--- config.mk ---
export PLATFORM = sky130hd
export DESIGN_NAME = adv_data_target_filter
export DESIGN_NICKNAME = d
export VERILOG_FILES = /design/src/design/adt_pkg.sv /design/src/design/adt_cfg.sv /design/src/design/adt_walker.sv /design/src/design/adv_data_target_filter.sv
export SDC_FILE = /design/constraint.sdc
export NUM_CORES = 1
export LEC_CHECK = 0
export ABC_CLOCK_PERIOD_IN_PS = 11750
export BUFFER_PORTS_ARGS = -buffer_cell sky130_fd_sc_hd__buf_2
export CAP_MARGIN = 10
export CORE_MARGIN = 10
export CORE_UTILIZATION = 45
export DETAILED_ROUTE_END_ITERATION = 8
export SYNTH_ARGS = -nofsm -noshare
export SYNTH_HDL_FRONTEND = slang
export SYNTH_SLANG_ARGS = --single-unit
--- constraint.sdc ---
create_clock -name clk_i -period 11.75 [get_ports clk_i]
set_input_delay 0.5875 -clock clk_i [delete_from_list [all_inputs] [get_ports clk_i]]
set_output_delay 0.5875 -clock clk_i [all_outputs]
set_load 0.01 [all_outputs]
--- src/design/adt_pkg.sv ---
// shared types, codes and defaults for the advertising data target filter
// no dependencies; used by adt_cfg, adt_walker and adv_data_target_filter
`timescale 1ns / 1ps
`default_nettype none

package adt_pkg;

  localparam int unsigned NameCompareMaxDefault = 31;
  localparam int unsigned AdvMaxLenDefault      = 31;

  localparam int unsigned CfgIdxWidth  = 3;
  localparam int unsigned CfgDataWidth = 64;
  localparam int unsigned PrefixBytes  = 32;

  // ad structure type codes that the walk tracks
  localparam logic [7:0] AdTypeUuid16Incomplete = 8'h02;
  localparam logic [7:0] AdTypeUuid16Complete   = 8'h03;
  localparam logic [7:0] AdTypeNameShort        = 8'h08;
  localparam logic [7:0] AdTypeNameComplete     = 8'h09;

  typedef enum logic [CfgIdxWidth-1:0] {
    CfgTargetUuid  = 3'd0,
    CfgPrefixLen   = 3'd1,
    CfgPrefix0     = 3'd2,
    CfgPrefix1     = 3'd3,
    CfgPrefix2     = 3'd4,
    CfgPrefix3     = 3'd5
  } adt_cfg_idx_e;

  typedef enum logic [1:0] {
    PhLen   = 2'd0,
    PhType  = 2'd1,
    PhValue = 2'd2,
    PhStop  = 2'd3
  } adt_phase_e;

  // settings as the walker sees them
  typedef struct packed {
    logic [15:0]              target_uuid;
    logic                     prefix_on;
    logic [4:0]               eff_len;
    logic                     eff_last_zero;
    logic [PrefixBytes*8-1:0] prefix;
  } adt_cfg_t;

  // one result item, service_match in the lowest bit
  typedef struct packed {
    logic connect;
    logic name_present;
    logic prefix_match;
    logic service_match;
  } adt_result_t;

endpackage

`default_nettype wire

--- src/design/adt_cfg.sv ---
// configuration registers plus registered prefix summary (effective length)
// depends on adt_pkg
`timescale 1ns / 1ps
`default_nettype none

module adt_cfg (
  input  wire logic                               clk_i,
  input  wire logic                               rst_ni,
  input  wire logic                               cfg_we_i,
  input  wire logic [adt_pkg::CfgIdxWidth-1:0]    cfg_index_i,
  input  wire logic [adt_pkg::CfgDataWidth-1:0]   cfg_data_i,
  output adt_pkg::adt_cfg_t                       cfg_o
);

  logic [15:0] target_uuid_q;
  logic [4:0]  prefix_len_q;
  logic [63:0] prefix0_q, prefix1_q, prefix2_q, prefix3_q;
  logic [4:0]  eff_len_d, eff_len_q;
  logic        eff_last_zero_d, eff_last_zero_q;
  logic [adt_pkg::PrefixBytes*8-1:0] prefix_all;

  assign prefix_all = {prefix3_q, prefix2_q, prefix1_q, prefix0_q};

  always_ff @(posedge clk_i or negedge rst_ni) begin
    if (!rst_ni) begin
      target_uuid_q <= '0;
      prefix_len_q  <= '0;
      prefix0_q     <= '0;
      prefix1_q     <= '0;
      prefix2_q     <= '0;
      prefix3_q     <= '0;
    end else if (cfg_we_i) begin
      case (adt_pkg::adt_cfg_idx_e'(cfg_index_i))
        adt_pkg::CfgTargetUuid: target_uuid_q <= cfg_data_i[15:0];
        adt_pkg::CfgPrefixLen:  prefix_len_q  <= cfg_data_i[4:0];
        adt_pkg::CfgPrefix0:    prefix0_q     <= cfg_data_i;
        adt_pkg::CfgPrefix1:    prefix1_q     <= cfg_data_i;
        adt_pkg::CfgPrefix2:    prefix2_q     <= cfg_data_i;
        adt_pkg::CfgPrefix3:    prefix3_q     <= cfg_data_i;
        default: ;
      endcase
    end
  end

  // compare stops one past the first zero byte inside the prefix
  always_comb begin
    eff_len_d = prefix_len_q;
    for (int i = adt_pkg::PrefixBytes - 2; i >= 0; i--) begin
      if ((5'(i) < prefix_len_q) && (prefix_all[i*8 +: 8] == 8'h00)) begin
        eff_len_d = 5'(i + 1);
      end
    end
    eff_last_zero_d = (eff_len_d != 5'd0) &&
                      (prefix_all[(eff_len_d - 5'd1)*8 +: 8] == 8'h00);
  end

  always_ff @(posedge clk_i or negedge rst_ni) begin
    if (!rst_ni) begin
      eff_len_q       <= '0;
      eff_last_zero_q <= 1'b0;
    end else begin
      eff_len_q       <= eff_len_d;
      eff_last_zero_q <= eff_last_zero_d;
    end
  end

  assign cfg_o.target_uuid   = target_uuid_q;
  assign cfg_o.prefix_on     = (prefix_len_q != 5'd0);
  assign cfg_o.eff_len       = eff_len_q;
  assign cfg_o.eff_last_zero = eff_last_zero_q;
  assign cfg_o.prefix        = prefix_all;

endmodule

`default_nettype wire

--- src/design/adt_walker.sv ---
// length-type-value walk over one packet, per-type commit flags and result
// depends on adt_pkg
`timescale 1ns / 1ps
`default_nettype none

module adt_walker #(
  parameter int unsigned NAME_COMPARE_MAX = adt_pkg::NameCompareMaxDefault,
  parameter int unsigned ADV_MAX_LEN      = adt_pkg::AdvMaxLenDefault
) (
  input  wire logic                 clk_i,
  input  wire logic                 rst_ni,
  input  wire logic                 step_i,
  input  wire logic [7:0]           byte_i,
  input  wire logic                 last_i,
  input  wire adt_pkg::adt_cfg_t    cfg_i,
  output adt_pkg::adt_result_t      result_o
);

  adt_pkg::adt_phase_e phase_d, phase_q;
  logic [7:0] pos_d, pos_q;
  logic [7:0] rem_d, rem_q;
  logic [7:0] type_d, type_q;
  logic [7:0] off_d, off_q;
  logic [7:0] hold_d, hold_q;
  logic       tent_d, tent_q;
  logic [7:0] flags_d, flags_q;
  logic [7:0] flags_end;
  logic       present, nm_raw, sm, nm;

  function automatic logic is_name(input logic [7:0] t);
    is_name = (t == adt_pkg::AdTypeNameComplete) || (t == adt_pkg::AdTypeNameShort);
  endfunction

  function automatic logic is_uuid(input logic [7:0] t);
    is_uuid = (t == adt_pkg::AdTypeUuid16Complete) || (t == adt_pkg::AdTypeUuid16Incomplete);
  endfunction

  // first complete field of each tracked type sets its found and match bits
  function automatic logic [7:0] commit(input logic [7:0] flags, input logic [7:0] t,
                                        input logic [7:0] off, input logic tent,
                                        input adt_pkg::adt_cfg_t c);
    logic [2:0] sh;
    logic       tracked;
    logic       m;
    logic [7:0] ln;
    logic [7:0] eff;
    sh      = 3'd0;
    tracked = 1'b1;
    case (t)
      adt_pkg::AdTypeNameComplete:     sh = 3'd0;
      adt_pkg::AdTypeNameShort:        sh = 3'd2;
      adt_pkg::AdTypeUuid16Complete:   sh = 3'd4;
      adt_pkg::AdTypeUuid16Incomplete: sh = 3'd6;
      default:                         tracked = 1'b0;
    endcase
    ln  = (off > 8'(NAME_COMPARE_MAX)) ? 8'(NAME_COMPARE_MAX) : off;
    eff = {3'b000, c.eff_len};
    if (is_name(t)) begin
      m = tent && ((ln >= eff) || (c.eff_last_zero && ((ln + 8'd1) == eff)));
    end else begin
      m = tent;
    end
    commit = flags;
    if (tracked && !flags[sh]) begin
      commit[sh]        = 1'b1;
      commit[sh + 3'd1] = m;
    end
  endfunction

  always_comb begin
    phase_d = phase_q;
    rem_d   = rem_q;
    type_d  = type_q;
    off_d   = off_q;
    hold_d  = hold_q;
    tent_d  = tent_q;
    flags_d = flags_q;
    pos_d   = (pos_q != 8'hFF) ? pos_q + 8'd1 : pos_q;

    if (phase_q != adt_pkg::PhStop) begin
      if (pos_q >= 8'(ADV_MAX_LEN)) begin
        phase_d = adt_pkg::PhStop;
      end else begin
        case (phase_q)
          adt_pkg::PhLen: begin
            if (byte_i == 8'h00) begin
              phase_d = adt_pkg::PhStop;
            end else begin
              rem_d   = byte_i;
              phase_d = adt_pkg::PhType;
            end
          end
          adt_pkg::PhType: begin
            type_d = byte_i;
            rem_d  = rem_q - 8'd1;
            off_d  = 8'd0;
            hold_d = 8'd0;
            tent_d = is_name(byte_i);
            if (rem_d == 8'd0) begin
              flags_d = commit(flags_q, type_d, off_d, tent_d, cfg_i);
              phase_d = adt_pkg::PhLen;
            end else begin
              phase_d = adt_pkg::PhValue;
            end
          end
          default: begin
            if (is_name(type_q)) begin
              if ((off_q < {3'b000, cfg_i.eff_len}) && (off_q < 8'(NAME_COMPARE_MAX)) &&
                  (byte_i != cfg_i.prefix[off_q[4:0]*8 +: 8])) begin
                tent_d = 1'b0;
              end
            end else if (is_uuid(type_q)) begin
              if (!off_q[0]) begin
                hold_d = byte_i;
              end else if ({byte_i, hold_q} == cfg_i.target_uuid) begin
                tent_d = 1'b1;
              end
            end
            off_d = (off_q != 8'hFF) ? off_q + 8'd1 : off_q;
            rem_d = rem_q - 8'd1;
            if (rem_d == 8'd0) begin
              flags_d = commit(flags_q, type_q, off_d, tent_d, cfg_i);
              phase_d = adt_pkg::PhLen;
            end
          end
        endcase
      end
    end

    flags_end = flags_d;

    // the last item of a packet closes it out
    if (last_i) begin
      phase_d = adt_pkg::PhLen;
      pos_d   = 8'd0;
      rem_d   = 8'd0;
      type_d  = 8'd0;
      off_d   = 8'd0;
      hold_d  = 8'd0;
      tent_d  = 1'b0;
      flags_d = 8'd0;
    end
  end

  always_ff @(posedge clk_i or negedge rst_ni) begin
    if (!rst_ni) begin
      phase_q <= adt_pkg::PhLen;
      pos_q   <= '0;
      rem_q   <= '0;
      type_q  <= '0;
      off_q   <= '0;
      hold_q  <= '0;
      tent_q  <= 1'b0;
      flags_q <= '0;
    end else if (step_i) begin
      phase_q <= phase_d;
      pos_q   <= pos_d;
      rem_q   <= rem_d;
      type_q  <= type_d;
      off_q   <= off_d;
      hold_q  <= hold_d;
      tent_q  <= tent_d;
      flags_q <= flags_d;
    end
  end

  // complete name wins over short name, complete list over incomplete list
  always_comb begin
    present = flags_end[0] | flags_end[2];
    nm_raw  = flags_end[0] ? flags_end[1] : flags_end[3];
    sm      = flags_end[4] ? flags_end[5] : flags_end[7];
    nm      = cfg_i.prefix_on ? (present & nm_raw) : 1'b1;
    result_o.service_match = sm;
    result_o.prefix_match  = nm;
    result_o.name_present  = present;
    result_o.connect       = cfg_i.prefix_on ? nm : sm;
  end

endmodule

`default_nettype wire

--- src/design/adv_data_target_filter.sv ---
// advertising data target filter: input item register, walker, result register
// depends on adt_pkg, adt_cfg and adt_walker
//
//   port group      dir   contents
//   s_axis_*        in    one advertising byte per item, tlast on the packet's last byte
//   m_axis_*        out   one result item per packet
//   cfg_*           in    register writes, index 0 to 5
//
// one byte per cycle while no packet's last byte waits on a full result register; a result
// passes from the input item register through the walker step into the result register.
// reset zeroes the walk state, config registers and valid flags, prefix matching off.
// bytes keep flowing while a result waits; only a packet's last byte stalls when the
// result register is still full.
`timescale 1ns / 1ps
`default_nettype none

module adv_data_target_filter #(
  parameter int unsigned NAME_COMPARE_MAX = adt_pkg::NameCompareMaxDefault,
  parameter int unsigned ADV_MAX_LEN      = adt_pkg::AdvMaxLenDefault
) (
  input  wire logic                             clk_i,
  input  wire logic                             rst_ni,
  input  wire logic                             s_axis_tvalid,
  output wire logic                             s_axis_tready,
  input  wire logic [7:0]                       s_axis_tdata,  // [7:0] adv_byte
  input  wire logic                             s_axis_tlast,  // last_byte
  output wire logic                             m_axis_tvalid,
  input  wire logic                             m_axis_tready,
  // [0] service_match, [1] prefix_match, [2] name_present, [3] connect, [7:4] zero
  output wire logic [7:0]                       m_axis_tdata,
  input  wire logic                             cfg_we_i,
  input  wire logic [adt_pkg::CfgIdxWidth-1:0]  cfg_index_i,
  input  wire logic [adt_pkg::CfgDataWidth-1:0] cfg_data_i
);

  adt_pkg::adt_cfg_t    cfg;
  adt_pkg::adt_result_t result;
  adt_pkg::adt_result_t out_q;
  logic       in_valid_q;
  logic [7:0] in_byte_q;
  logic       in_last_q;
  logic       out_valid_q;
  logic       step;
  logic       load_out;
  logic       in_take;

  // a byte with no result never waits on the output side
  assign step     = in_valid_q && (!in_last_q || !out_valid_q || m_axis_tready);
  assign load_out = step && in_last_q;
  assign s_axis_tready = !in_valid_q || step;
  assign in_take  = s_axis_tvalid && s_axis_tready;

  always_ff @(posedge clk_i or negedge rst_ni) begin
    if (!rst_ni) begin
      in_valid_q <= 1'b0;
    end else if (s_axis_tready) begin
      in_valid_q <= s_axis_tvalid;
    end
  end

  always_ff @(posedge clk_i) begin
    if (in_take) begin
      in_byte_q <= s_axis_tdata;
      in_last_q <= s_axis_tlast;
    end
  end

  adt_cfg u_cfg (
    .clk_i       (clk_i),
    .rst_ni      (rst_ni),
    .cfg_we_i    (cfg_we_i),
    .cfg_index_i (cfg_index_i),
    .cfg_data_i  (cfg_data_i),
    .cfg_o       (cfg)
  );

  adt_walker #(
    .NAME_COMPARE_MAX (NAME_COMPARE_MAX),
    .ADV_MAX_LEN      (ADV_MAX_LEN)
  ) u_walker (
    .clk_i    (clk_i),
    .rst_ni   (rst_ni),
    .step_i   (step),
    .byte_i   (in_byte_q),
    .last_i   (in_last_q),
    .cfg_i    (cfg),
    .result_o (result)
  );

  always_ff @(posedge clk_i or negedge rst_ni) begin
    if (!rst_ni) begin
      out_valid_q <= 1'b0;
    end else if (load_out) begin
      out_valid_q <= 1'b1;
    end else if (m_axis_tready) begin
      out_valid_q <= 1'b0;
    end
  end

  always_ff @(posedge clk_i) begin
    if (load_out) begin
      out_q <= result;
    end
  end

  assign m_axis_tvalid = out_valid_q;
  assign m_axis_tdata  = {4'b0000, out_q};

  // input side stalls only behind a waiting last byte and a full, unread result
  a_stall_cause: assert property (@(posedge clk_i) disable iff (!rst_ni)
    !s_axis_tready |-> (in_valid_q && in_last_q && out_valid_q && !m_axis_tready))
    else $error("input stalled without a blocked result");

  // a result appears only from a packet's last byte
  a_result_source: assert property (@(posedge clk_i) disable iff (!rst_ni)
    $rose(out_valid_q) |-> $past(step && in_last_q))
    else $error("result without a last byte");

  // a finished packet always shows its result next cycle
  a_result_follows: assert property (@(posedge clk_i) disable iff (!rst_ni)
    (step && in_last_q) |=> m_axis_tvalid)
    else $error("last byte processed but no result");

endmodule

`default_nettype wire

# Word-level counts from Yosys, hierarchy flattened
# Cells that the tools add are included.
dict set report op_classes {
  shift 2
  n_addsub 7
  order_cmp 45
  bitwise 4
  n_eq_ne 27
  muxes 132
  n_reduce_logical 122
}
# cell count
set ops {}
lappend ops {{8-bit logical NOT} 34}
lappend ops {{256-bit by 33-bit indexed part select with 8-bit output} 1}
lappend ops {{256-bit by 9-bit indexed part select with 8-bit output} 1}
lappend ops {{8-bit 2-to-1 mux} 29}
lappend ops {{5-bit 2-to-1 mux} 31}
lappend ops {{5-bit less-than comparator, first input constant} 15}
lappend ops {{8-bit case mux with 2 select lines} 3}
lappend ops {{1-bit logical AND} 47}
lappend ops {{1-bit 2-to-1 mux} 43}
lappend ops {{4-bit by 5-bit less-than comparator with 1-bit output, first input constant} 8}
lappend ops {{8-bit by 2-bit == test with 1-bit output, second input constant} 4}
lappend ops {{8-bit by 4-bit == test with 1-bit output, second input constant} 4}
lappend ops {{8-bit by 1-bit adder with 8-bit output, second input constant} 3}
lappend ops {{3-bit 2-to-1 mux} 8}
lappend ops {{3-bit by 5-bit less-than comparator with 1-bit output, first input constant} 4}
lappend ops {{3-bit case mux with 3 select lines} 2}
lappend ops {{8-bit bitwise mux} 2}
lappend ops {{16-bit == test} 1}
lappend ops {{3-bit by 4-bit less-than comparator with 1-bit output, second input constant} 4}
lappend ops {{8-bit != test, second input constant} 2}
lappend ops {{8-bit OR} 2}
lappend ops {{5-bit nonzero test} 3}
lappend ops {{2-bit AND reduction} 7}
lappend ops {{7-bit AND reduction} 2}
lappend ops {{other kinds (39)} 79}
dict set report totals {
  reg_bits 349
  word_cells 364
}

# Logic depth before layout (Yosys ltp)
# Gate-level depths: netlist of run 1.
dict set report depth {
  word_depth 37
  ltp_mapped 21
}

# By module
# From an unflattened synthesis of run 1, not the netlist that was laid out.
dict set report hier_totals {
  hier_cells 1733
  area_unflattened_um2 19591.3
}
# mod instances cells_each area_per_inst_um2
set modules_own_cells {}
lappend modules_own_cells {adt_cfg 1 963 12816.0}
lappend modules_own_cells {adt_walker 1 742 6229.7}
lappend modules_own_cells {adv_data_target_filter 1 28 545.5}

# Least setup slack after synthesis of run 1
# Ideal clock, no wire load.
dict set report synth_timing {
  kind {register -> register}
  from {register u_cfg.prefix0_q[49]}
  to {register u_cfg.eff_last_zero_q}
  slack_ps 7669
  stages_incl_launch_ff 17
  period_less_slack_ps 4081
  arrival_time_ps 3995
  n_path_buf 4
  path_cell_list {dfrtp_1 > or4_1 > nor4_2 > a31oi_1 > nor3b_2 > and3_1 > o21ai_0 > a31oi_2 > buf_2 > ha_1 > clkbuf_1 > clkbuf_1 > clkbuf_1 > a211oi_1 > a2111oi_0 > o211ai_1 > a32oi_1}
}
dict set report synth_between {
  elab_chain_cells 13
  word_cells_on_any_way 14
  classes_between {add/sub (1); shift (1); mux (7); reduce/logical (5)}
}
# item line
set synth_rtl {}
lappend synth_rtl {{start, declared} adt_cfg.sv:17} ;# logic [63:0] prefix0_q, prefix1_q, prefix2_q, prefix3_q;
lappend synth_rtl {{start signal, assigned} adt_cfg.sv:36} ;# adt_pkg::CfgPrefix0: prefix0_q <= cfg_data_i;
lappend synth_rtl {{8-bit logical NOT} adt_cfg.sv:49} ;# if ((5'(i) < prefix_len_q) && (prefix_all[i*8 +: 8] == 8'h00)) begin
lappend synth_rtl {{1-bit logical AND} adt_cfg.sv:49}
lappend synth_rtl {{5-bit 2-to-1 mux (7 in series)} adt_cfg.sv:49}
lappend synth_rtl {{5-bit by 1-bit subtractor with 6-bit output} adt_cfg.sv:54} ;# (prefix_all[(eff_len_d - 5'd1)*8 +: 8] == 8'h00);
lappend synth_rtl {{256-bit by 33-bit indexed part select with 8-bit output} adt_cfg.sv:54}
lappend synth_rtl {{8-bit logical NOT} adt_cfg.sv:54}
lappend synth_rtl {{1-bit logical AND (*)} adt_cfg.sv:53} ;# eff_last_zero_d = (eff_len_d != 5'd0) &&
lappend synth_rtl {{named net u_cfg.eff_last_zero_d} adt_cfg.sv:19} ;# logic eff_last_zero_d, eff_last_zero_q;
lappend synth_rtl {{end signal, assigned} adt_cfg.sv:63} ;# eff_last_zero_q <= eff_last_zero_d;
lappend synth_rtl {{end, declared} adt_cfg.sv:19}
# The timed path passes the listed nets; every way through them passes the cells marked *.
# A chain may end at the register's enable or synchronous reset.

# Worst setup path in the final report of run 1
dict set report layout_timing {
  from {register u_cfg.prefix_len_q[4]}
  to {register u_cfg.eff_last_zero_q}
}
dict set report layout_between {
  elab_chain_cells 37
  word_cells_on_any_way 98
  classes_between {add/sub (1); order compare (31); shift (1); mux (31); reduce/logical (34)}
}
# item line
set layout_rtl {}
lappend layout_rtl {{start, declared} adt_cfg.sv:16} ;# logic [4:0] prefix_len_q;
lappend layout_rtl {{start signal, assigned} adt_cfg.sv:35} ;# adt_pkg::CfgPrefixLen: prefix_len_q <= cfg_data_i[4:0];
lappend layout_rtl {{5-bit less-than comparator} adt_cfg.sv:49}
lappend layout_rtl {{1-bit logical AND} adt_cfg.sv:49}
lappend layout_rtl {{5-bit 2-to-1 mux (30 in series)} adt_cfg.sv:49}
lappend layout_rtl {{5-bit 2-to-1 mux (*)} adt_cfg.sv:49}
lappend layout_rtl {{5-bit by 1-bit subtractor with 6-bit output} adt_cfg.sv:54}
lappend layout_rtl {{256-bit by 33-bit indexed part select with 8-bit output} adt_cfg.sv:54}
lappend layout_rtl {{8-bit logical NOT} adt_cfg.sv:54}
lappend layout_rtl {{1-bit logical AND (*)} adt_cfg.sv:53}
lappend layout_rtl {{named net u_cfg.eff_last_zero_d} adt_cfg.sv:19}
# Marks and branches as above.

==> impl_results.md, run 1 <==
- Die area: 0.0506 mm^2
- Clk buf depth: 3
- Placer Congestion: 0.974
- Worst path bufs/invs: 2
- Starting density of the core: 0.458
- Most frequent cells in the layout: dfrtp_1 (334), mux2_2 (279), nand2_1 (106), buf_2 (85), mux4_2 (84)
- Clock slew at reported path FFs: 60 ps
- Max H-tree Level: 2
- Post-CTS Resized: 0
- Mapped Area: 0.0189 mm^2
- Iter 0 DRT Violations: 1,456
- CP max stage cell: dfrtp_1
- Cell mode on critical path: o21ai_0
- Max Cap Violations: 0
- Sequential area share after synthesis: 0.466
- WL final: 57,900 um
- Drt first pass iters: 5
- Grt ovf: 0
- Setup bufs post-CTS: 0
- Seq. cell area: 0.00881 mm^2
- Min Tclk post-route: 5340 ps
- Leakage: 0.00857 uW
- R2R Path End: u_cfg.eff_last_zero_q
- First-pass GRT wire length: 89,200 um
- Total power: 4620 uW
- Row Count: 74
- Critical path origin: u_cfg.prefix_len_q[4]
- Number of enable flip-flop cells after synthesis: 13
- IO buf count: 86
- Max Slew Vio Count: 0
- HP Class: input pin to asynchronous set/reset pin
- Largest net degree at the start of global routing: 170
- Initial antenna violation count: 1
- CP Capture Point: u_cfg.eff_last_zero_q
- Final setup violation count: 0
- Hold slack: 62.4 ps
- Vias in the first global route: 13,900
- Area Overhead vs Synth: 11.3%
- Total GRT Usage: 0.231
- Worst R2R Start: u_cfg.prefix_len_q[4]
- Post-Syn Instances: 1,565
- Mean number of vias per cell: 6.35
- Delay of the slowest critical-path stage: 890 ps
- Worst-Margin Slew: 1190 ps
- Area occupied by multi-input gates: 0.00953 mm^2
- CP required: 12,150 ps
- CTS Buf Count: 41
- RSZ-0062 raised after global routing: no
- Clk sink count: 349
- R2R Setup Slk: 6410 ps
- CP Depth: 15
- Final Net Count: 1,710
- Final design utilization: 0.510
- Die width: 225 um
- Root Buffer: clkbuf_16
- Kind of critical path: register to register
- Worst setup SP type: register
- Endpoint type of the worst setup path: register
- Fill count: 3,567
- ANT nets after route: 0
- Leading cell type in the layout, fill and taps excluded: dfrtp_1
- Async set or reset register ratio after synthesis: 0.963
- Peak supply drop: 0.119 mV
- Setup TNS: 0 ps
- Yosys reg bits: 349
- Tcrit/Tclk final: 0.454
- Clk_lat worst skew: 570 ps
- Crit path DAT: 5740 ps
- CTS hold repair buffers: 0
- I/O pin count: 91
- Detailed-route via count: 13,800
- Share of cells above drive strength 1: 0.338
- Cell Chain, Critical Path: or2_1 -> nand4_1 -> a31oi_1 -> nor3b_2 -> and3_1 -> o21ai_0 -> a31oi_2 -> ha_1 -> buf_4 -> inv_1 -> mux4_2 -> nand2b_1 -> o21ai_0 -> a21oi_1 -> a32oi_1
- HPWL after DPL: 42,400 um
- Worst R2R Path Depth: 15
- Final hold violation count: 0
- Clk_skew: 32.8 ps
- Mapped Avg Cell Area: 12.1 um^2
- Core area: 0.0412 mm^2
- Unique masters post-synth: 87
- Worst slew margin: 0.198
- Drt wl/cell: 26.6 um
- Die height: 225 um
- CTS tree: done
- Highest Clock Rate: 0.187 GHz
- Worst Path Max Fanout: 35
- # DRC: 0
- Top FF cell, synth: dfrtp_1
- Yosys warnings: 0
- PD cells: 220 mW/mm^2
- Status: completed
- Cell family with most CP delay: simple AND/OR/NAND/NOR gates
## state kept, by name (all words and copies together), names as in the netlist, 2 cells and up
register	flops
in_byte_q	8
m_axis_tdata	4
u_cfg.eff_len_q	5
u_cfg.prefix0_q	64
u_cfg.prefix1_q	64
u_cfg.prefix2_q	64
u_cfg.prefix3_q	64
u_cfg.prefix_len_q	5
u_cfg.target_uuid_q	16
u_walker.flags_q	8
u_walker.hold_q	8
u_walker.off_q	8
u_walker.phase_q	2
u_walker.pos_q	8
u_walker.rem_q	8
u_walker.type_q	8
## per-layer routing
| metal | wire length [um] | up-vias | global-route usage |
|---|---|---|---|
| met2 | 28500 | 492 | 0.384 |
| met1 | 24400 | 7193 | 0.304 |
| met4 | 1890 | 0 | 0.0834 |
| met3 | 3160 | 96 | 0.0314 |
| met5 | 0 | - | 0 |
| li1 | - | 6015 | - |
## per-stage QoR
step | std cells | setup WS (ps) | instance area (um^2)
4_1_cts | 2172 | 6560 | 21000
3_5_place_dp | 2103 | 6590 | 19700
6_report | 2173 | 6410 | 21000
5_1_grt | 2172 | 6180 | 21000
2_1_floorplan | 1568 | 7670 | 18900
3_3_place_gp | 2103 | 6440 | 19700
## worst min path at each step
| stage | to |
|---|---|
| final | u_walker.rem_q[3] |
| after global routing | u_walker.rem_q[3] |
| after CTS | u_walker.rem_q[1] |
| after detailed placement | u_walker.type_q[7] |
| after global placement | u_walker.type_q[6] |
| after floorplan | in_valid_q |
## cell usage after synthesis (10+ instances only)
master | n | area (um^2)
nand4_1 | 15 | 93.8
inv_1 | 27 | 101
nor2_1 | 81 | 304
dfrtp_1 | 336 | 8410
and3_1 | 14 | 87.6
edfxtp_1 | 13 | 390
mux2_2 | 279 | 3140
mux2i_1 | 18 | 180
nand2_1 | 106 | 398
xnor2_1 | 30 | 263
a21oi_1 | 50 | 250
nor3_1 | 42 | 210
clkbuf_1 | 74 | 278
nand3_1 | 34 | 170
ha_1 | 15 | 188
and2_1 | 11 | 68.8
or4_1 | 16 | 120
xor2_1 | 12 | 105
mux4_2 | 84 | 1890
a31oi_1 | 11 | 68.8
o21ai_0 | 53 | 265
buf_2 | 10 | 50.1
nor4_1 | 44 | 275
## cell families (layout without fill, tap and decap cells)
family                   count (synthesis)  after routing  synth area share
AO/OA/AOI/OAI                          215            215            0.0758
XOR/XNOR                                43             43            0.0209
adder cells (fa/ha/maj)                 15             15           0.00994
buffers and inverters                  130            202            0.0307
flip-flops                             349            349             0.466
multiplexers                           381            381             0.276
other                                    1              5          0.000199
AND/OR/NAND/NOR                        431            431             0.120
## power breakdown
part | total, uW | switching (uW) | leakage, uW | internal (uW)
registers | 1840 | 356 | 0.00423 | 1480
clock network | 1250 | 503 | 0.000649 | 744
logic | 1540 | 781 | 0.00369 | 754
## final cells by class
cell class / instances / area share
Timing Repair Buffer: 104 / 0.0280
Multi-Input combinational cell: 1089 / 0.453
Inverter: 29 / 0.00518
Antenna cell: 1 / 0.000119
Clock inverter: 9 / 0.00399
Tap cell: 532 / 0.0317
Clock buffer: 60 / 0.0585
Sequential cell: 349 / 0.419
No activity file was read; power rests on OpenSTA's default activity.
==> run 2, diff against run 1 <==
--- a/config.mk
+++ b/config.mk
@@ -5,7 +5,7 @@
 export SDC_FILE = /design/constraint.sdc
 export NUM_CORES = 1
 export LEC_CHECK = 0
-export ABC_CLOCK_PERIOD_IN_PS = 11750
+export ABC_CLOCK_PERIOD_IN_PS = 5000
 export BUFFER_PORTS_ARGS = -buffer_cell sky130_fd_sc_hd__buf_2
 export CAP_MARGIN = 10
 export CORE_MARGIN = 10
==> constraint.sdc (replaced) <==
create_clock -name clk_i -period 5 [get_ports clk_i]
set_input_delay 0.25 -clock clk_i [delete_from_list [all_inputs] [get_ports clk_i]]
set_output_delay 0.25 -clock clk_i [all_outputs]
set_load 0.01 [all_outputs]
==> run 2 against run 1 <==
Cell count grew 4.2%. Sequential share of layout area is 1.8 points lower. Global-route usage fell by 0.19 points. Clock power rose to 2.6 times the previous value. Fmax grew 15%. Via count rose by 0.62%. Critical path depth up 1. Power up 140%. Critical path type unchanged.
==> impl_results.md, run 2 (same netlist as run 1, synthesis figures left out) <==
- Worst setup SP type: register
- Core area: 0.0412 mm^2 (unchanged)
- Cell Chain, Critical Path: nor4_1 -> buf_4 -> o2111ai_1 -> a2111oi_0 -> nor3_1 -> and3_1 -> o21ai_0 -> a31oi_2 -> ha_1 -> buf_4 -> nand2_1 -> o211ai_1 -> o21ai_0 -> a2111oi_0 -> o32ai_1 -> a32oi_1
- Max Cap Violations: 0 (unchanged)
- Total GRT Usage: 0.229 (-0.00195)
- Post-CTS Resized: 0 (unchanged)
- Max Slew Vio Count: 0 (unchanged)
- Vias in the first global route: 14,000 (+0.97%)
- Drt first pass iters: 6 (+1)
- Kind of critical path: register to register
- HPWL after DPL: 41,400 um (-2.3%)
- Hold depth: 2
- Detailed-route via count: 13,900 (+0.62%)
- Die area: 0.0506 mm^2 (unchanged)
- Clk_lat worst skew: 580 ps (about the same)
- Status: completed
- WL final: 57,200 um (-1.2%)
- RSZ-0062 raised after global routing: no
- Clk_skew: 23.7 ps (-9.18 ps)
- R2R Setup Slk: 350 ps (-6060 ps)
- PD cells: 511 mW/mm^2 (+130%)
- Clock slew at reported path FFs: 60 ps (about the same)
- Share of cells above drive strength 1: 0.343 (+0.00477)
- Crit path DAT: 5130 ps (-610 ps)
- Min Tclk post-route: 4650 ps (-692 ps)
- CTS tree: done
- CP required: 5490 ps (-6660 ps)
- Die height: 225 um (unchanged)
- Grt ovf: 0 (unchanged)
- Max H-tree Level: 2 (unchanged)
- First-pass GRT wire length: 88,400 um (-0.84%)
- Drt wl/cell: 25.3 um (-5.2%)
- IO buf count: 86 (unchanged)
- Worst R2R Start: u_cfg.prefix3_q[37]
- Hold Crit Start: cfg_data_i[41]
- Mean number of vias per cell: 6.13 (-3.4%)
- Setup TNS: 0 ps (unchanged)
- CP max stage cell: a2111oi_0
- Placer Congestion: 0.966 (-0.82%)
- Row Count: 74 (unchanged)
- R2R Path End: u_cfg.eff_last_zero_q
- I/O pin count: 91 (unchanged)
- Starting density of the core: 0.458 (unchanged)
- Delay of the slowest critical-path stage: 690 ps (-200 ps)
- Die width: 225 um (unchanged)
- Worst R2R Path Depth: 16 (+1)
- Final Net Count: 1,794 (+4.9%)
- Worst Path Max Fanout: 17 (-51%)
- Clk sink count: 349 (unchanged)
- Leading cell type in the layout, fill and taps excluded: dfrtp_1
- Final hold violation count: 0 (unchanged)
- Iter 0 DRT Violations: 1,211 (-17%)
- Total power: 11,200 uW (+140%)
- HP Class: input pin to register
- Final setup violation count: 0 (unchanged)
- Root Buffer: clkbuf_16
- Tcrit/Tclk final: 0.929 (+0.475)
- WHS Endpoint: u_cfg.prefix3_q[41]
- Leakage: 0.00901 uW (+5.2%)
- Clk buf depth: 3 (unchanged)
- Largest net degree at the start of global routing: 139 (-18%)
- Worst-Margin Slew: 1110 ps (-84.8 ps)
- Final design utilization: 0.532 (+0.0225)
- CTS Buf Count: 41 (unchanged)
- Endpoint type of the worst setup path: register
- Highest Clock Rate: 0.215 GHz (+15%)
- Worst slew margin: 0.261 (+0.0622)
- # DRC: 0 (unchanged)
- Most frequent cells in the layout: dfrtp_1 (334), mux2_2 (279), nand2_1 (106), buf_2 (85), mux4_2 (84)
- ANT nets after route: 0 (unchanged)
- Initial antenna violation count: 0 (-1)
- Peak supply drop: 0.336 mV (+180%)
- Area Overhead vs Synth: 16.2%
run 2: how the worst max path moves through the flow:
stage | startpoint | to | slack [ps] | depth (start not counted)
final | u_cfg.prefix3_q[37] | u_cfg.eff_last_zero_q | 350 | 16
after global routing | u_cfg.prefix3_q[37] | u_cfg.eff_last_zero_q | 140 | 15
after CTS | u_cfg.prefix3_q[37] | u_cfg.eff_last_zero_q | 460 | 16
after floorplan | u_cfg.prefix0_q[49] | u_cfg.eff_last_zero_q | 920 | 16
after detailed placement | u_cfg.prefix3_q[37] | u_cfg.eff_last_zero_q | 500 | 16
after global placement | u_cfg.prefix3_q[37] | u_cfg.eff_last_zero_q | 470 | 16
run 2: routing by layer:
layer / global-route usage / share of wire / up-vias
met3: 0.0435 / 0.054 / 95
met4: 0.0733 / 0.032 / 0
li1: - / - / 6194
met5: 0 / 0 / -
met2: 0.383 / 0.49 / 447
met1: 0.295 / 0.42 / 7145
run 2: final cells by class:
cell class | count | area (um^2)
Sequential cell | 349 | 8810
Timing Repair Buffer | 188 | 1380
Antenna cell | 1 | 2.50
Inverter | 29 | 109
Fill cell | 3596 | 19300
Clock buffer | 57 | 1190
Tap cell | 532 | 666
Multi-Input combinational cell | 1089 | 9530
Clock inverter | 19 | 263
run 2: what timing repair did:
| action | CTS | global route |
|---|---|---|
| buffers inserted | 0 | 0 |
| hold buffers | 54 | 0 |
| hold endpoints to repair | 265 | 0 |
| endpoints found under the setup margin | 0 | 0 |
run 2: worst max-delay path, delay by kind of cell, from the launching register on:
| kind | cells | cell delay, ps |
|---|---|---|
| simple gates | 4 | 930 |
| compound gates | 9 | 2270 |
| fa+ha+maj | 1 | 440 |
| flops | 1 | 420 |
| buf+inv | 2 | 510 |
run 2: through the flow:
step           hold slack [ps]  instance area (um^2)  instances  setup WS [ps]
2_1_floorplan            -45.6                 18900       1568            919
3_3_place_gp               382                 19900       2133            471
3_5_place_dp               374                 19900       2133            502
4_1_cts                  0.436                 21900       2263            458
5_1_grt                   4.60                 21900       2263            144
6_report                  20.5                 21900       2264            355
run 2: report_power, final:
part / switching, uW / internal, uW
logic: 1960 / 1880
registers: 682 / 3480
clock network: 1260 / 1930
